===== src/hdl/etd_pkg.sv =====
// Shared types, register codes and constant-divider helpers for the echo distance display.
`default_nettype none
package etd_pkg;

	localparam int unsigned APB_ADDR_W = 3;

	// Register indexes, taken from paddr[2].
	localparam logic REG_ALARM    = 1'b0;
	localparam logic REG_INTERVAL = 1'b1;

	localparam logic [15:0] ALARM_RESET    = 16'd475;
	localparam logic [15:0] INTERVAL_RESET = 16'd500;

	localparam logic ACTION_TICK   = 1'b0;
	localparam logic ACTION_TOGGLE = 1'b1;

	// Reciprocals for exact division by constants over the value ranges used here.
	localparam logic [22:0] Q500_MUL  = 23'd4294968;   // ceil(2^29 / 125), on y >> 2
	localparam logic [27:0] MM_MUL    = 28'd214748365; // ceil(2^30 / 5), on w >> 1
	localparam logic [27:0] INCH_MUL  = 28'd135274561; // ceil(2^34 / 127), on w >> 1
	localparam logic [23:0] DIV10_MUL = 24'd13421773;  // ceil(2^26 / 5), on v >> 1
	localparam logic [18:0] DIV12_MUL = 19'd349526;    // ceil(2^20 / 3), on v >> 2

	typedef struct packed {
		logic [15:0] alarm_threshold_mm;
		logic [15:0] trigger_interval_ms;
	} cfg_t;

	typedef struct packed {
		logic start;
		logic disp;
		logic inch;
	} ctl_t;

	typedef struct packed {
		logic        start;
		logic        disp;
		logic        inch;
		logic        buzz;
		logic [23:0] val;
		logic [3:0]  d0;
		logic [3:0]  d1;
		logic [3:0]  d2;
		logic [3:0]  d3;
	} dig_t;

	function automatic logic [23:0] div10(input logic [23:0] v);
		logic [46:0] p;
		p = 47'(v[23:1]) * 47'(DIV10_MUL);
		return 24'(p[46:26]);
	endfunction

	function automatic logic [3:0] rem10(input logic [23:0] v, input logic [23:0] q);
		logic [23:0] r;
		r = v - q * 24'd10;
		return r[3:0];
	endfunction

	function automatic logic [15:0] div12(input logic [19:0] v);
		logic [36:0] p;
		p = 37'(v[19:2]) * 37'(DIV12_MUL);
		return 16'(p[36:20]);
	endfunction

endpackage
`default_nettype wire


===== src/hdl/etd_regs.sv =====
// APB configuration registers: alarm threshold and trigger interval.
`default_nettype none
module etd_regs
	import etd_pkg::*;
(
	input  wire logic                  clk,
	input  wire logic                  arst_n,
	input  wire logic                  psel,
	input  wire logic                  penable,
	input  wire logic                  pwrite,
	input  wire logic [APB_ADDR_W-1:0] paddr,
	input  wire logic [31:0]           pwdata,
	output logic      [31:0]           prdata,
	output logic                       pready,
	output cfg_t                       cfg
);

	cfg_t cfg_q;
	logic wr_en;

	assign pready = 1'b1;
	assign wr_en  = psel && penable && pwrite && pready;
	assign cfg    = cfg_q;

	always_ff @(posedge clk or negedge arst_n) begin
		if (!arst_n) begin
			cfg_q.alarm_threshold_mm  <= ALARM_RESET;
			cfg_q.trigger_interval_ms <= INTERVAL_RESET;
		end else if (wr_en) begin
			case (paddr[2])
				REG_ALARM:    cfg_q.alarm_threshold_mm  <= pwdata[15:0];
				REG_INTERVAL: cfg_q.trigger_interval_ms <= pwdata[15:0];
				default: ;
			endcase
		end
	end

	always_comb begin
		case (paddr[2])
			REG_ALARM:    prdata = {16'b0, cfg_q.alarm_threshold_mm};
			REG_INTERVAL: prdata = {16'b0, cfg_q.trigger_interval_ms};
			default:      prdata = '0;
		endcase
	end

endmodule
`default_nettype wire


===== config.mk =====
export PLATFORM = sky130hd
export DESIGN_NAME = etd_regs
export DESIGN_NICKNAME = d
export VERILOG_FILES = /design/src/hdl/etd_pkg.sv /design/src/hdl/etd_regs.sv
export SDC_FILE = /design/constraint.sdc
export NUM_CORES = 1
export LEC_CHECK = 0
export BUFFER_PORTS_ARGS = -buffer_cell sky130_fd_sc_hd__buf_2
export CAP_MARGIN = 5
export CORE_ASPECT_RATIO = 0.75
export CORE_MARGIN = 3
export CORE_UTILIZATION = 38
export CTS_BUF_LIST = sky130_fd_sc_hd__clkbuf_4 sky130_fd_sc_hd__clkbuf_8
export CTS_CLUSTER_DIAMETER = 30
export DETAILED_ROUTE_END_ITERATION = 16
export GPL_TIMING_DRIVEN = 0
export HOLD_SLACK_MARGIN = 0.08
export PLACE_DENSITY_LB_ADDON = 0.05
export SETUP_SLACK_MARGIN = 0.2
export SYNTH_ARGS = -nofsm -noshare
export SYNTH_HDL_FRONTEND = slang
export SYNTH_SLANG_ARGS = --single-unit

===== constraint.sdc =====
create_clock -name clk -period 2 [get_ports clk]
set_clock_uncertainty 0.2 [all_clocks]
set_input_delay 0.2 -clock clk [delete_from_list [all_inputs] [get_ports clk]]
set_output_delay 0.2 -clock clk [all_outputs]
set_load 0.02 [all_outputs]

Word level (Yosys, flattened, before mapping)
Index checks and enable logic that the tools add are counted.
Cells by class
  shifts and indexed selects: 0
  bitwise gates (word level): 1
  add/subtract/negate cells: 0
  div/mod/pow operators: 0
  reduce and logical (&&, ||, !) cells: 4
  mux-type cells: 1
  $mul: 0
  $lt $le $gt $ge: 0
  eq/ne operators: 0
Operators with widths (count)
  case mux 32 bit (2 select lines): 1
  AND reduction 2 bit: 2
  logical AND 1 bit: 2
  NOT 1 bit: 1
Word-level totals
  ROM bits: 0
  output and inout bits: 65
  bits in latches: 0
  bits in writable memories: 0
  register bits after elaboration: 32
  input port bits: 40
  memories: 0
  logic and storage cells: 8

Logic depth before layout (Yosys ltp)
Gate-level depths: netlist (run 1).
  depth after elaboration: 3
  gate-level depth with buffers: 4
  mapped depth without buffers: 2

Worst setup path after synthesis (run 1)
No wires, ideal clock.
  path type: input -> register
  start: in paddr[2]
  end: reg cfg_q, in the netlist cfg[18]
  library setup time: 0.125 ns
  path buffers: 2
  arrival: 1.008 ns
  required time: 1.675 ns
  path slack: 0.667 ns
  stages: 4
  cell sequence: buf_6 > nand4b_4 > buf_6 > mux2_4
Between the ends
  longest elaborated chain between the ends: 2
Ends and longest elaborated chain
  start, declared: line etd_regs.sv:11  | input wire logic [APB_ADDR_W-1:0] paddr,
  NOT 1 bit
  AND reduction 2 bit (no source line)
  end, declared: line etd_regs.sv:18  | cfg_t cfg_q;
Every way passes these cells.
A chain may end at the register's enable or synchronous reset.

Worst setup path in the final report (run 1)
  start: in paddr[2]
  end: out prdata[6]
Between the ends
  longest elaborated chain between the ends: 2
Ends and longest elaborated chain
  NOT 1 bit
  case mux 32 bit (2 select lines) (*): line etd_regs.sv:39  | case (paddr[2])
  end, declared: line etd_regs.sv:13  | output logic [31:0] prdata,
Every way passes the cells marked *; elsewhere a longest branch is shown, timed or not. The select of a mux whose other input is x is not followed.

==> results of run 1 <==
## layout by cell type (no fill, tap or decap)
master / n
clkbuf_8: 7
buf_2: 69
conb_1: 17
dfstp_2: 13
mux2_2: 38
buf_4: 17
dfrtp_1: 19
nand4b_4: 1
dlygate4sd3_1: 17
mux2_4: 10
buf_6: 3
clkbuf_4: 1
nand4_4: 1
## cell type report
cell class	instances	area, µm²	area share (%)
Tap cell	52	65.1	2.77
Multi-Input combinational cell	67	687	29.2
Clock buffer	8	104	4.42
Timing Repair Buffer	85	510	21.7
Buffer	21	166	7.08
Sequential cell	32	817	34.8
## power groups by stage
| stage | registers, µW | clock network, µW | logic [µW] |
|---|---|---|---|
| 2_1_floorplan | 1120 | 0 | 417 |
| 3_3_place_gp | 927 | 0 | 885 |
| 3_5_place_dp | 946 | 0 | 891 |
| 4_1_cts | 936 | 571 | 920 |
| 5_1_grt | 957 | 600 | 975 |
| 6_report | 936 | 557 | 916 |
## kinds of logic (layout without fill, tap and decap cells)
| group | after synthesis | after routing | synth area share (%) |
|---|---|---|---|
| simple gates | 2 | 2 | 2.79 |
| other cells | 2 | 17 | 0.465 |
| flops | 32 | 32 | 50.6 |
| mux | 48 | 48 | 35.8 |
| buf+inv | 21 | 114 | 10.3 |
## cells in the mapped netlist
| cell | n |
|---|---|
| nand4_4 | 1 |
| buf_2 | 1 |
| dfstp_2 | 13 |
| buf_4 | 17 |
| buf_6 | 3 |
| mux2_4 | 10 |
| nand4b_4 | 1 |
| conb_1 | 2 |
| mux2_2 | 38 |
| dfrtp_1 | 19 |
## per-stage QoR
step	worst slack [ns]	cells	cell area, µm²	power, µW	utilization (%)
after floorplan	0.667	120	1670	1530	-
after global placement	0.437	240	2080	1810	53.6
after detailed placement	0.429	240	2080	1840	53.6
after CTS	0.423	265	2350	2430	60.6
after global routing	0.390	265	2350	2530	60.6
final	0.441	265	2350	2410	60.6
## per-layer routing
| metal | vias to the layer above | global-route usage [%] |
|---|---|---|
| li1 | 551 | - |
| met1 | 554 | 18.5 |
| met2 | 57 | 26.6 |
| met3 | 4 | 4.61 |
| met4 | 0 | 5.06 |
| met5 | - | 0 |
## worst max-delay path: stages
cell    delay [ns]
buf_6         0.13
buf_2         0.29
mux2_2        0.38
buf_2         0.16
## path summary, 6_finish.rpt
kind,endpoint,slack [ns],cells past startpoint
hold reg to reg,cfg[0],0.32,1
setup / recovery,prdata[6],0.44,4
max in group asynchronous,cfg[30],0.83,2
setup reg to reg,cfg[10],1.00,1
min in group asynchronous,cfg[15],0.31,2
hold / removal,cfg[15],0.16,3
## timing repair
item                      in CTS  in global routing
buffers inserted               0                  0
hold endpoints to repair      51                  0
hold buffers                  17                  0
==> results.md, run 1 <==
- Cell row count: 19
- Die area: roughly 0.0051 mm²
- Status: completed
- Syn Area/Cell: approximately 15 µm²
- Post-Route WL: 3700 µm
- Met2 wire len: ~1800 µm
- Reg clk slew, reported paths: around 0.07 ns
- Antenna Cells: 0
- DR vias/cell: 4.40
- Highest Signal Layer: met4
- P&R area growth vs syn: 45.6%
- Reg2reg start: cfg[10]
- Unrepaired setup endpoints after global routing: false
- Reg power frac: 38.9%
- Initial cell density of the core: between 40% and 50%
- Clk sinks: 32
- Mapped cell area: 0.00161 mm²
- PortBufs: just under 70
- Relative slew slack: a little over half
- Internal power: roughly 1600 µW
- Die H: between 60 and 70 µm
- Worst EP arrival: about 1.2 ns
- Max VDD drop: 0.544 mV
- Final nets: 252
- Crit start category: primary input
- Routed WL per cell: ~14 µm
- CP Capture Type: output pin
- Leakage: 0.00122 µW
- Cells after synthesis: 105
- Max Cap Viol: 0
- Period utilization: between 70% and 80%
- Drt pass-1 iters: 4
- Area share of the largest cell type after synthesis: 29.5%
- Fillers: 330
- Root buf cell: clkbuf_8
- Total CTS buffers: 5
- Vias in the first global route: roughly 1.2k
- Synth area leaders: dfrtp_1, mux2_2, dfstp_2
- Max reg flops: 32
- Seq/Total Area, Yosys: 50.6%
- DR iter-0 viols: 21
- Final setup fails: 0
- Max Buffers Root-to-Sink: 2
- CTS tree: yes
- Max Fclk: roughly 640 MHz
- Metal1 wirelength: 1570 µm
- Setup crit start: paddr[2]
- H-tree depth: 2
- Residual DRC count: 0
- Final weighted congestion in routability-driven placement: around 0.77
- Post-cts sizing count: 0
- All-Layer GR Usage: around 16%
- Tmin final: approximately 1.6 ns
- Critical path peak fanout: 10
- Routed vias: 1,166
- Io pins: between 100 and 150
- Final Max Tran Viols: 0
- Pin count of the biggest net entering global routing: 33
- Net Sw Frac: a little over a third
- Post-synth cell types: 10
- Share of cells above drive strength 1: ~75%
- Critical path class: primary input to output pin
- Final Hold Viols: 0
- DRT antenna net count: 0
- Initial antenna violation count: 0
- HPWL after detailed placement: 2610 µm
- Post-synthesis register bit count: 32
- Worst hold path type: primary input to flip-flop
- Gate power share: 38.0%
- Met3 routed WL: around 290 µm
- Die X: 81.3 µm
- Worst-Margin Slew: 0.707 ns
- Total negative slack: 0 ns
- WHS: 0.162 ns
- Worst skew pair latency: 0.28 ns
- Clk network pwr share: between 20% and 30%
- NetSw: approximately 840 µW
- Synth area leader: dfrtp_1
- HP Start: paddr[2]
- Yosys warning total: 0
- GRT Residual Overflow: 0
- First-pass GRT wire length: 5980 µm
- Core area: 0.00387 mm²
- Power Dens Cells: 1030 mW/mm²
- Worst endpoint required time: around 1.6 ns
(Power assumes the default switching activity.)
==> run 2, diff against run 1 <==
--- a/config.mk
+++ b/config.mk
@@ -5,6 +5,7 @@
 export SDC_FILE = /design/constraint.sdc
 export NUM_CORES = 1
 export LEC_CHECK = 0
+export ABC_AREA = 1
 export BUFFER_PORTS_ARGS = -buffer_cell sky130_fd_sc_hd__buf_2
 export CAP_MARGIN = 5
 export CORE_ASPECT_RATIO = 0.75
==> constraint.sdc (replaced) <==
create_clock -name clk -period 1.48 [get_ports clk]
set_clock_uncertainty 0.2 [all_clocks]
set_input_delay 0.148 -clock clk [delete_from_list [all_inputs] [get_ports clk]]
set_output_delay 0.148 -clock clk [all_outputs]
set_load 0.02 [all_outputs]
==> results.md, run 2 <==
- First-pass GRT wire length: 7690 µm (was 5980 µm)
- Total CTS buffers: 5 (unchanged)
- Pin count of the biggest net entering global routing: 33 (unchanged)
- Placed cells: 351 (was 240)
- Synth area leader: dfrtp_1 (unchanged)
- Syn Area/Cell: 7.72 µm² (was 15.4 µm²)
- Complex-gate fraction of the synthesized area: 0% (unchanged)
- Unrepaired setup endpoints after global routing: true (was false)
- DRT antenna net count: 0 (unchanged)
- Setup WS pre-CTS: 0.0195 ns (was 0.429 ns)
- Final nets: 382 (was 252)
- Post-Route WL: 5080 µm (was 3700 µm)
- Critical path class: flip-flop to output pin (was primary input to output pin)
- Worst hold path type: primary input to flip-flop (unchanged)
- Die X: 82.0 µm (was 81.3 µm)
- Reg clk slew, reported paths: 0.07 ns (about the same)
- Worst EP arrival: 1.11 ns (was 1.16 ns)
- Routed vias: 1,768 (was 1,166)
- CP Capture Type: output pin (unchanged)
- Commonest non-fill, non-tap cell in the layout: nand2_1 (was buf_2)
- Non-filler instance count after layout: 398 (was 265)
- Fin worst setup slack: 0.0191 ns (was 0.441 ns)
- Cells after synthesis: 213 (was 105)
- Multi-input logic area: 694 µm² (was 687 µm²)
- Main combinational cell family by area after synthesis: simple AND/OR/NAND/NOR gates (was multiplexers)
- All-Layer GR Usage: 19.7% (was 15.6%)
- Adder-Cell Fraction of Synth Area: 0% (unchanged)
- Max Fclk: ~680 MHz
- Io pins: 105 (unchanged)
- Post-synthesis register bit count: 32 (unchanged)
- Worst endpoint required time: 1.13 ns (was 1.60 ns)
- Final Hold Viols: 0 (unchanged)
- Final setup fails: 0 (unchanged)
- Status: completed (unchanged)
- P&R area growth vs syn: 67.8% (was 45.6%)
- H-tree depth: 2 (unchanged)
- Antenna Cells: 0 (unchanged)
- Critical path peak fanout: 3 (was 10)
- Worst skew pair latency: 0.28 ns (about the same)
- Max Buffers Root-to-Sink: 2 (unchanged)
- GRT Residual Overflow: 0 (unchanged)
- Power Dens Cells: 1210 mW/mm² (was 1030 mW/mm²)
- Post-synth EDFFs: 0 (unchanged)
- Crit start category: flip-flop (was primary input)
- Total power: 3340 µW (was 2410 µW)
- Fillers: 334 (was 330)
- Residual DRC count: 0 (unchanged)
- Leakage: 0.00157 µW (was 0.00122 µW)
- HPWL after detailed placement: 3200 µm (was 2610 µm)
- Worst-Margin Slew: 0.724 ns (was 0.707 ns)
- Root buf cell: clkbuf_8 (unchanged)
- Drt pass-1 iters: 4 (unchanged)
- Post-synth cell types: 13 (was 10)
- Top cells by count, synth: nand2_1, nand3_1, buf_4, dfrtp_1, dfstp_2 (was mux2_2, dfrtp_1, buf_4, dfstp_2, mux2_4)
- Initial antenna violation count: 0 (unchanged)
- Final Max Tran Viols: 0 (unchanged)
- Mapped cell area: 0.00164 mm² (was 0.00161 mm²)
- Synth area leaders: dfrtp_1, nand2_1, dfstp_2 (was dfrtp_1, mux2_2, dfstp_2)
- PortBufs: 68 (unchanged)
- Initial cell density of the core: 40.1% (was 41.7%)
- Asr flop ratio synth: 100% (unchanged)
- Clk sinks: 32 (unchanged)
- Post-synth top flop: dfrtp_1 (unchanged)
- Routed WL per cell: 12.8 µm (was 14.0 µm)
- Relative slew slack: 51.7% (was 52.8%)
- Placed cell areas: 0.00211 mm² (was 0.00208 mm²)
- Seq/Total Area, Yosys: 49.7% (was 50.6%)
- Die area: 0.00516 mm² (was 0.00507 mm²)
- Tmin final: 1.46 ns
- Vias in the first global route: 1,610 (was 1,213)
- Max Cap Viol: 0 (unchanged)
- Register area: 817 µm² (unchanged)
- Final weighted congestion in routability-driven placement: 0.729 (was 0.772)
- Cell row count: 20 (was 19)
- Period utilization: around 99%
- Core area: 0.00410 mm² (was 0.00387 mm²)
- Die H: 63.0 µm (was 62.4 µm)
- Max reg flops: 32 (unchanged)
- Mux contribution to synthesized area: 0% (was 35.8%)
- XOR/XNOR share of the synthesized area: 0% (unchanged)
- Most frequent cells in the layout: nand2_1, buf_2, buf_4 (was buf_2, mux2_2, dfrtp_1)
- Count leader, synth: nand2_1 (was mux2_2)
- Area share of the largest cell type after synthesis: 28.9% (was 29.5%)
- DR vias/cell: 4.44 (was 4.40)
- DR iter-0 viols: 63 (was 21)
- Simple-gate share of the synthesized area: 37.6% (was 2.79%)
- Final Instance Area: 0.00276 mm² (was 0.00235 mm²)
- CTS tree: yes (unchanged)
- Share of cells above drive strength 1: 41.7% (was 75.1%)
- Max VDD drop: 0.691 mV (was 0.544 mV)
- Core Util, Final: 67.2% (was 60.6%)
- Yosys warning total: 0 (unchanged)
run 2: cell types whose count changed in the layout (fill, tap and decap cells not counted), sizes merged:
cell	before	now
dlygate4sd3	17	19
nand3	0	32
inv	0	2
clkinv	0	2
nor2	0	1
nand2	0	113
nand4b	1	0
mux2	48	0
nand4	1	2
buf	89	113
clkbuf	8	10
run 2: area by class of cell:
class,count,area share (%)
Timing Repair Buffer,107,31.9
Tap cell,55,2.49
Clock inverter,2,0.363
Buffer,29,7.21
Inverter,2,0.272
Clock buffer,6,2.99
Multi-Input combinational cell,165,25.2
Sequential cell,32,29.6
run 2: metrics by stage:
| stage | TNS, ns | hold slack, ns |
|---|---|---|
| 6_report | 0 | 0.0445 |
| 5_1_grt | -0.0881 | 0.0844 |
| 2_1_floorplan | 0 | -0.348 |
| 3_5_place_dp | 0 | 0.0411 |
| 3_3_place_gp | 0 | 0.0433 |
| 4_1_cts | 0 | 0.0413 |
run 2: cell families (layout without fill, tap and decap cells):
| group | Yosys count | in the layout |
|---|---|---|
| buffers and inverters | 31 | 146 |
| flip-flops | 32 | 32 |
| other | 2 | 17 |
| AND/OR/NAND/NOR | 148 | 148 |
run 2: final timing paths:
check                      startpoint   endpoint  slack (ns)  cells after the start
max                           cfg[23]  prdata[7]        0.02                      3
min                           penable    cfg[27]        0.04                      4
max reg2reg                   cfg[19]    cfg[19]        0.39                      4
min reg2reg                    cfg[5]     cfg[5]        0.28                      2
max in group asynchronous      arst_n     cfg[1]        0.35                      2
min in group asynchronous      arst_n     cfg[9]        0.26                      2
run 2: per-layer routing:
| metal | share of wire [%] | vias to the layer above | track usage (%) |
|---|---|---|---|
| li1 | - | 887 | - |
| met1 | 45 | 810 | 25.6 |
| met2 | 47 | 64 | 31.6 |
| met3 | 6.6 | 7 | 4.32 |
| met4 | 1.5 | 0 | 7.88 |
| met5 | 0 | - | 0 |
run 2: what timing repair did:
item                       CTS  global route
pin swaps                   10             5
setup buffers                7            13
setup endpoints to repair   29            31
hold endpoints to repair    51             0
hold buffers                20             0
gates resized for setup     48            22
run 2: power by group:
group	internal (µW)	switching, µW	total (µW)
clock	371	334	705
sequential	1090	138	1230
combinational	670	733	1400
run 2: critical path: stages, from the launching register on:
cell,delay (ns)
dfstp_2,0.55
nand2_1,0.06
nand2_1,0.10
buf_6,0.12
==> run 3, diff against run 2 <==
--- a/config.mk
+++ b/config.mk
@@ -9,7 +9,7 @@
 export BUFFER_PORTS_ARGS = -buffer_cell sky130_fd_sc_hd__buf_2
 export CAP_MARGIN = 5
 export CORE_ASPECT_RATIO = 0.75
-export CORE_MARGIN = 3
+export CORE_MARGIN = 2
 export CORE_UTILIZATION = 38
 export CTS_BUF_LIST = sky130_fd_sc_hd__clkbuf_4 sky130_fd_sc_hd__clkbuf_8
 export CTS_CLUSTER_DIAMETER = 30
@@ -17,6 +17,7 @@
 export GPL_TIMING_DRIVEN = 0
 export HOLD_SLACK_MARGIN = 0.08
 export PLACE_DENSITY_LB_ADDON = 0.05
+export RECOVER_POWER = 100
 export SETUP_SLACK_MARGIN = 0.2
 export SYNTH_ARGS = -nofsm -noshare
 export SYNTH_HDL_FRONTEND = slang
==> results.md, run 3 (same netlist as run 2, synthesis figures left out) <==
- Status: completed (unchanged)
- Placed cells: 351 (unchanged)
- R2R depth: 3 (was 4)
- Setup crit start: cfg[16] (was cfg[23])
- Internal power: 2080 µW (was 2130 µW)
- Flop2flop setup slack: 0.47 ns (was 0.39 ns)
- Gate power share: 39.2% (was 42.1%)
- Max reg flops: 32 (unchanged)
- Period utilization: 97.4% (was 98.7%)
- Routed vias: 1,767 (was 1,768)
- NetSw: 1150 µW (was 1200 µW)
- Relative slew slack: 52.7% (was 51.7%)
- Worst hold path type: primary input to flip-flop (unchanged)
- Reg clk slew, reported paths: 0.07 ns (about the same)
- GRT Residual Overflow: 0 (unchanged)
- Die area: 0.00487 mm² (was 0.00516 mm²)
- CTS tree: yes (unchanged)
- Register area: 817 µm² (unchanged)
- Post-Route WL: 4740 µm (was 5080 µm)
- Critical Path End: prdata[0] (was prdata[7])
- P&R area growth vs syn: 61.3% (was 67.8%)
- Pin count of the biggest net entering global routing: 33 (unchanged)
- Final nets: 370 (was 382)
- H-tree depth: 2 (unchanged)
- Final Max Tran Viols: 0 (unchanged)
- Multi-input logic area: 692 µm² (was 694 µm²)
- Power Dens Cells: 1220 mW/mm² (was 1210 mW/mm²)
- Critical path peak fanout: 3 (unchanged)
- Critical path class: flip-flop to output pin (unchanged)
- Commonest non-fill, non-tap cell in the layout: nand2_1 (unchanged)
- First-pass GRT wire length: 7470 µm (was 7690 µm)
- Tmin final: 1.44 ns (was 1.46 ns)
- Antenna Cells: 0 (unchanged)
- Drt pass-1 iters: 4 (unchanged)
- Routed WL per cell: 12.3 µm (was 12.8 µm)
- Root buf cell: clkbuf_8 (unchanged)
- Initial antenna violation count: 0 (unchanged)
- Clk sinks: 32 (unchanged)
- DR iter-0 viols: 51 (was 63)
- DR vias/cell: 4.58 (was 4.44)
- Final Hold Viols: 0 (unchanged)
- PortBufs: 68 (unchanged)
- HPWL after detailed placement: 3140 µm (was 3200 µm)
- Initial cell density of the core: 40.1% (unchanged)
- Fillers: 385 (was 334)
- Worst endpoint required time: 1.13 ns (about the same)
- Unrepaired setup endpoints after global routing: true (unchanged)
- Reg power frac: 38.2% (was 36.8%)
- Max VDD drop: 0.696 mV (was 0.691 mV)
- Io pins: 105 (unchanged)
- Worst EP arrival: 1.09 ns (was 1.11 ns)
- Leakage: 0.00150 µW (was 0.00157 µW)
- Most frequent cells in the layout: nand2_1, buf_2, nand3_1 (was nand2_1, buf_2, buf_4)
- Reg-to-Reg End: cfg[23] (was cfg[19])
- Total power: 3230 µW (was 3340 µW)
- Max Fclk: 694 MHz (was 684 MHz)
- CP Capture Type: output pin (unchanged)
- Max Buffers Root-to-Sink: 2 (unchanged)
- Final setup fails: 0 (unchanged)
- Vias in the first global route: 1,500 (was 1,610)
- Net Sw Frac: 35.6% (was 36.1%)
- Clk network pwr share: 22.6% (was 21.1%)
- Max Cap Viol: 0 (unchanged)
- Core area: 0.00410 mm² (unchanged)
- Residual DRC count: 0 (unchanged)
- Share of cells above drive strength 1: 38.4% (was 41.7%)
- Die X: 80.0 µm (was 82.0 µm)
- Reg2reg start: cfg[23] (was cfg[19])
- Cell row count: 20 (unchanged)
- All-Layer GR Usage: 20.7% (was 19.7%)
- DRT antenna net count: 0 (unchanged)
- Die H: 61.0 µm (was 63.0 µm)
- Worst-Margin Slew: 0.710 ns (was 0.724 ns)
- Total CTS buffers: 5 (unchanged)
- Non-filler instance count after layout: 386 (was 398)
- Final weighted congestion in routability-driven placement: 0.752 (was 0.729)
- Worst skew pair latency: 0.28 ns (about the same)
- Crit start category: flip-flop (unchanged)
[run 3: cell count changes in the layout (fill, tap and decap cells not counted), sizes merged]
| cell | previous run | this run |
|---|---|---|
| clkinv | 2 | 0 |
| clkbuf | 10 | 14 |
| dlygate4sd3 | 19 | 20 |
| buf | 113 | 98 |
[run 3: repair_timing]
item / CTS / global route
setup buffers: 4 / 3
gates resized for setup: 50 / 14
endpoints found under the setup margin: 29 / 31
hold buffers: 18 / 2
cloned: 0 / 0
endpoints found under the hold margin: 51 / 5
pin swaps: 10 / 7
[run 3: per-layer routing]
| metal | wire length (µm) | share of wire (%) | track usage [%] | vias up |
|---|---|---|---|---|
| li1 | - | - | - | 867 |
| met1 | 2190 | 46 | 29.6 | 809 |
| met2 | 2100 | 44 | 31.4 | 82 |
| met3 | 381 | 8.0 | 4.46 | 9 |
| met4 | 59 | 1.2 | 7.26 | 0 |
| met5 | 0 | 0 | 0 | - |
[run 3: layout make-up]
| class | count | area share (%) |
|---|---|---|
| Tap cell | 55 | 2.59 |
| Multi-Input combinational cell | 165 | 26.1 |
| Inverter | 2 | 0.283 |
| Sequential cell | 32 | 30.8 |
| Clock buffer | 8 | 3.68 |
| Buffer | 29 | 7.59 |
| Timing Repair Buffer | 95 | 29.0 |
[run 3: critical path, cell delays in order (launching register included)]
cell and delay (ns):
dfstp_2 0.57, nand2_2 0.06, nand2_2 0.07, buf_6 0.11
[run 3: per-stage QoR]
stage	area, µm²	hold slack, ns	TNS, ns	worst slack (ns)	util (%)
floorplan	1700	-0.348	0	0.319	-
global route	2650	0.0719	-0.00980	-0.00605	64.6
detailed placement	2110	0.0376	0	0.0249	51.4
CTS	2570	-0.0395	0	0.0402	62.6
global placement	2110	0.0422	0	0.0352	51.4
finish	2650	0.0460	0	0.0385	64.6
[run 3: how the worst min path moves through the flow]
stage,from,end,depth (start not counted)
after floorplan,arst_n,cfg[0],0
after global placement,arst_n,cfg[13],1
after detailed placement,arst_n,cfg[13],1
after CTS,paddr[2],cfg[15],3
after global routing,penable,cfg[29],4
final,penable,cfg[26],4
[run 3: power by group through the flow]
stage                     clock network (µW)  registers [µW]  logic [µW]
after floorplan                            0            1430         423
after global placement                     0            1230         970
after detailed placement                   0            1230         980
after CTS                                743            1230        1210
after global routing                     783            1260        1370
final                                    731            1230        1270
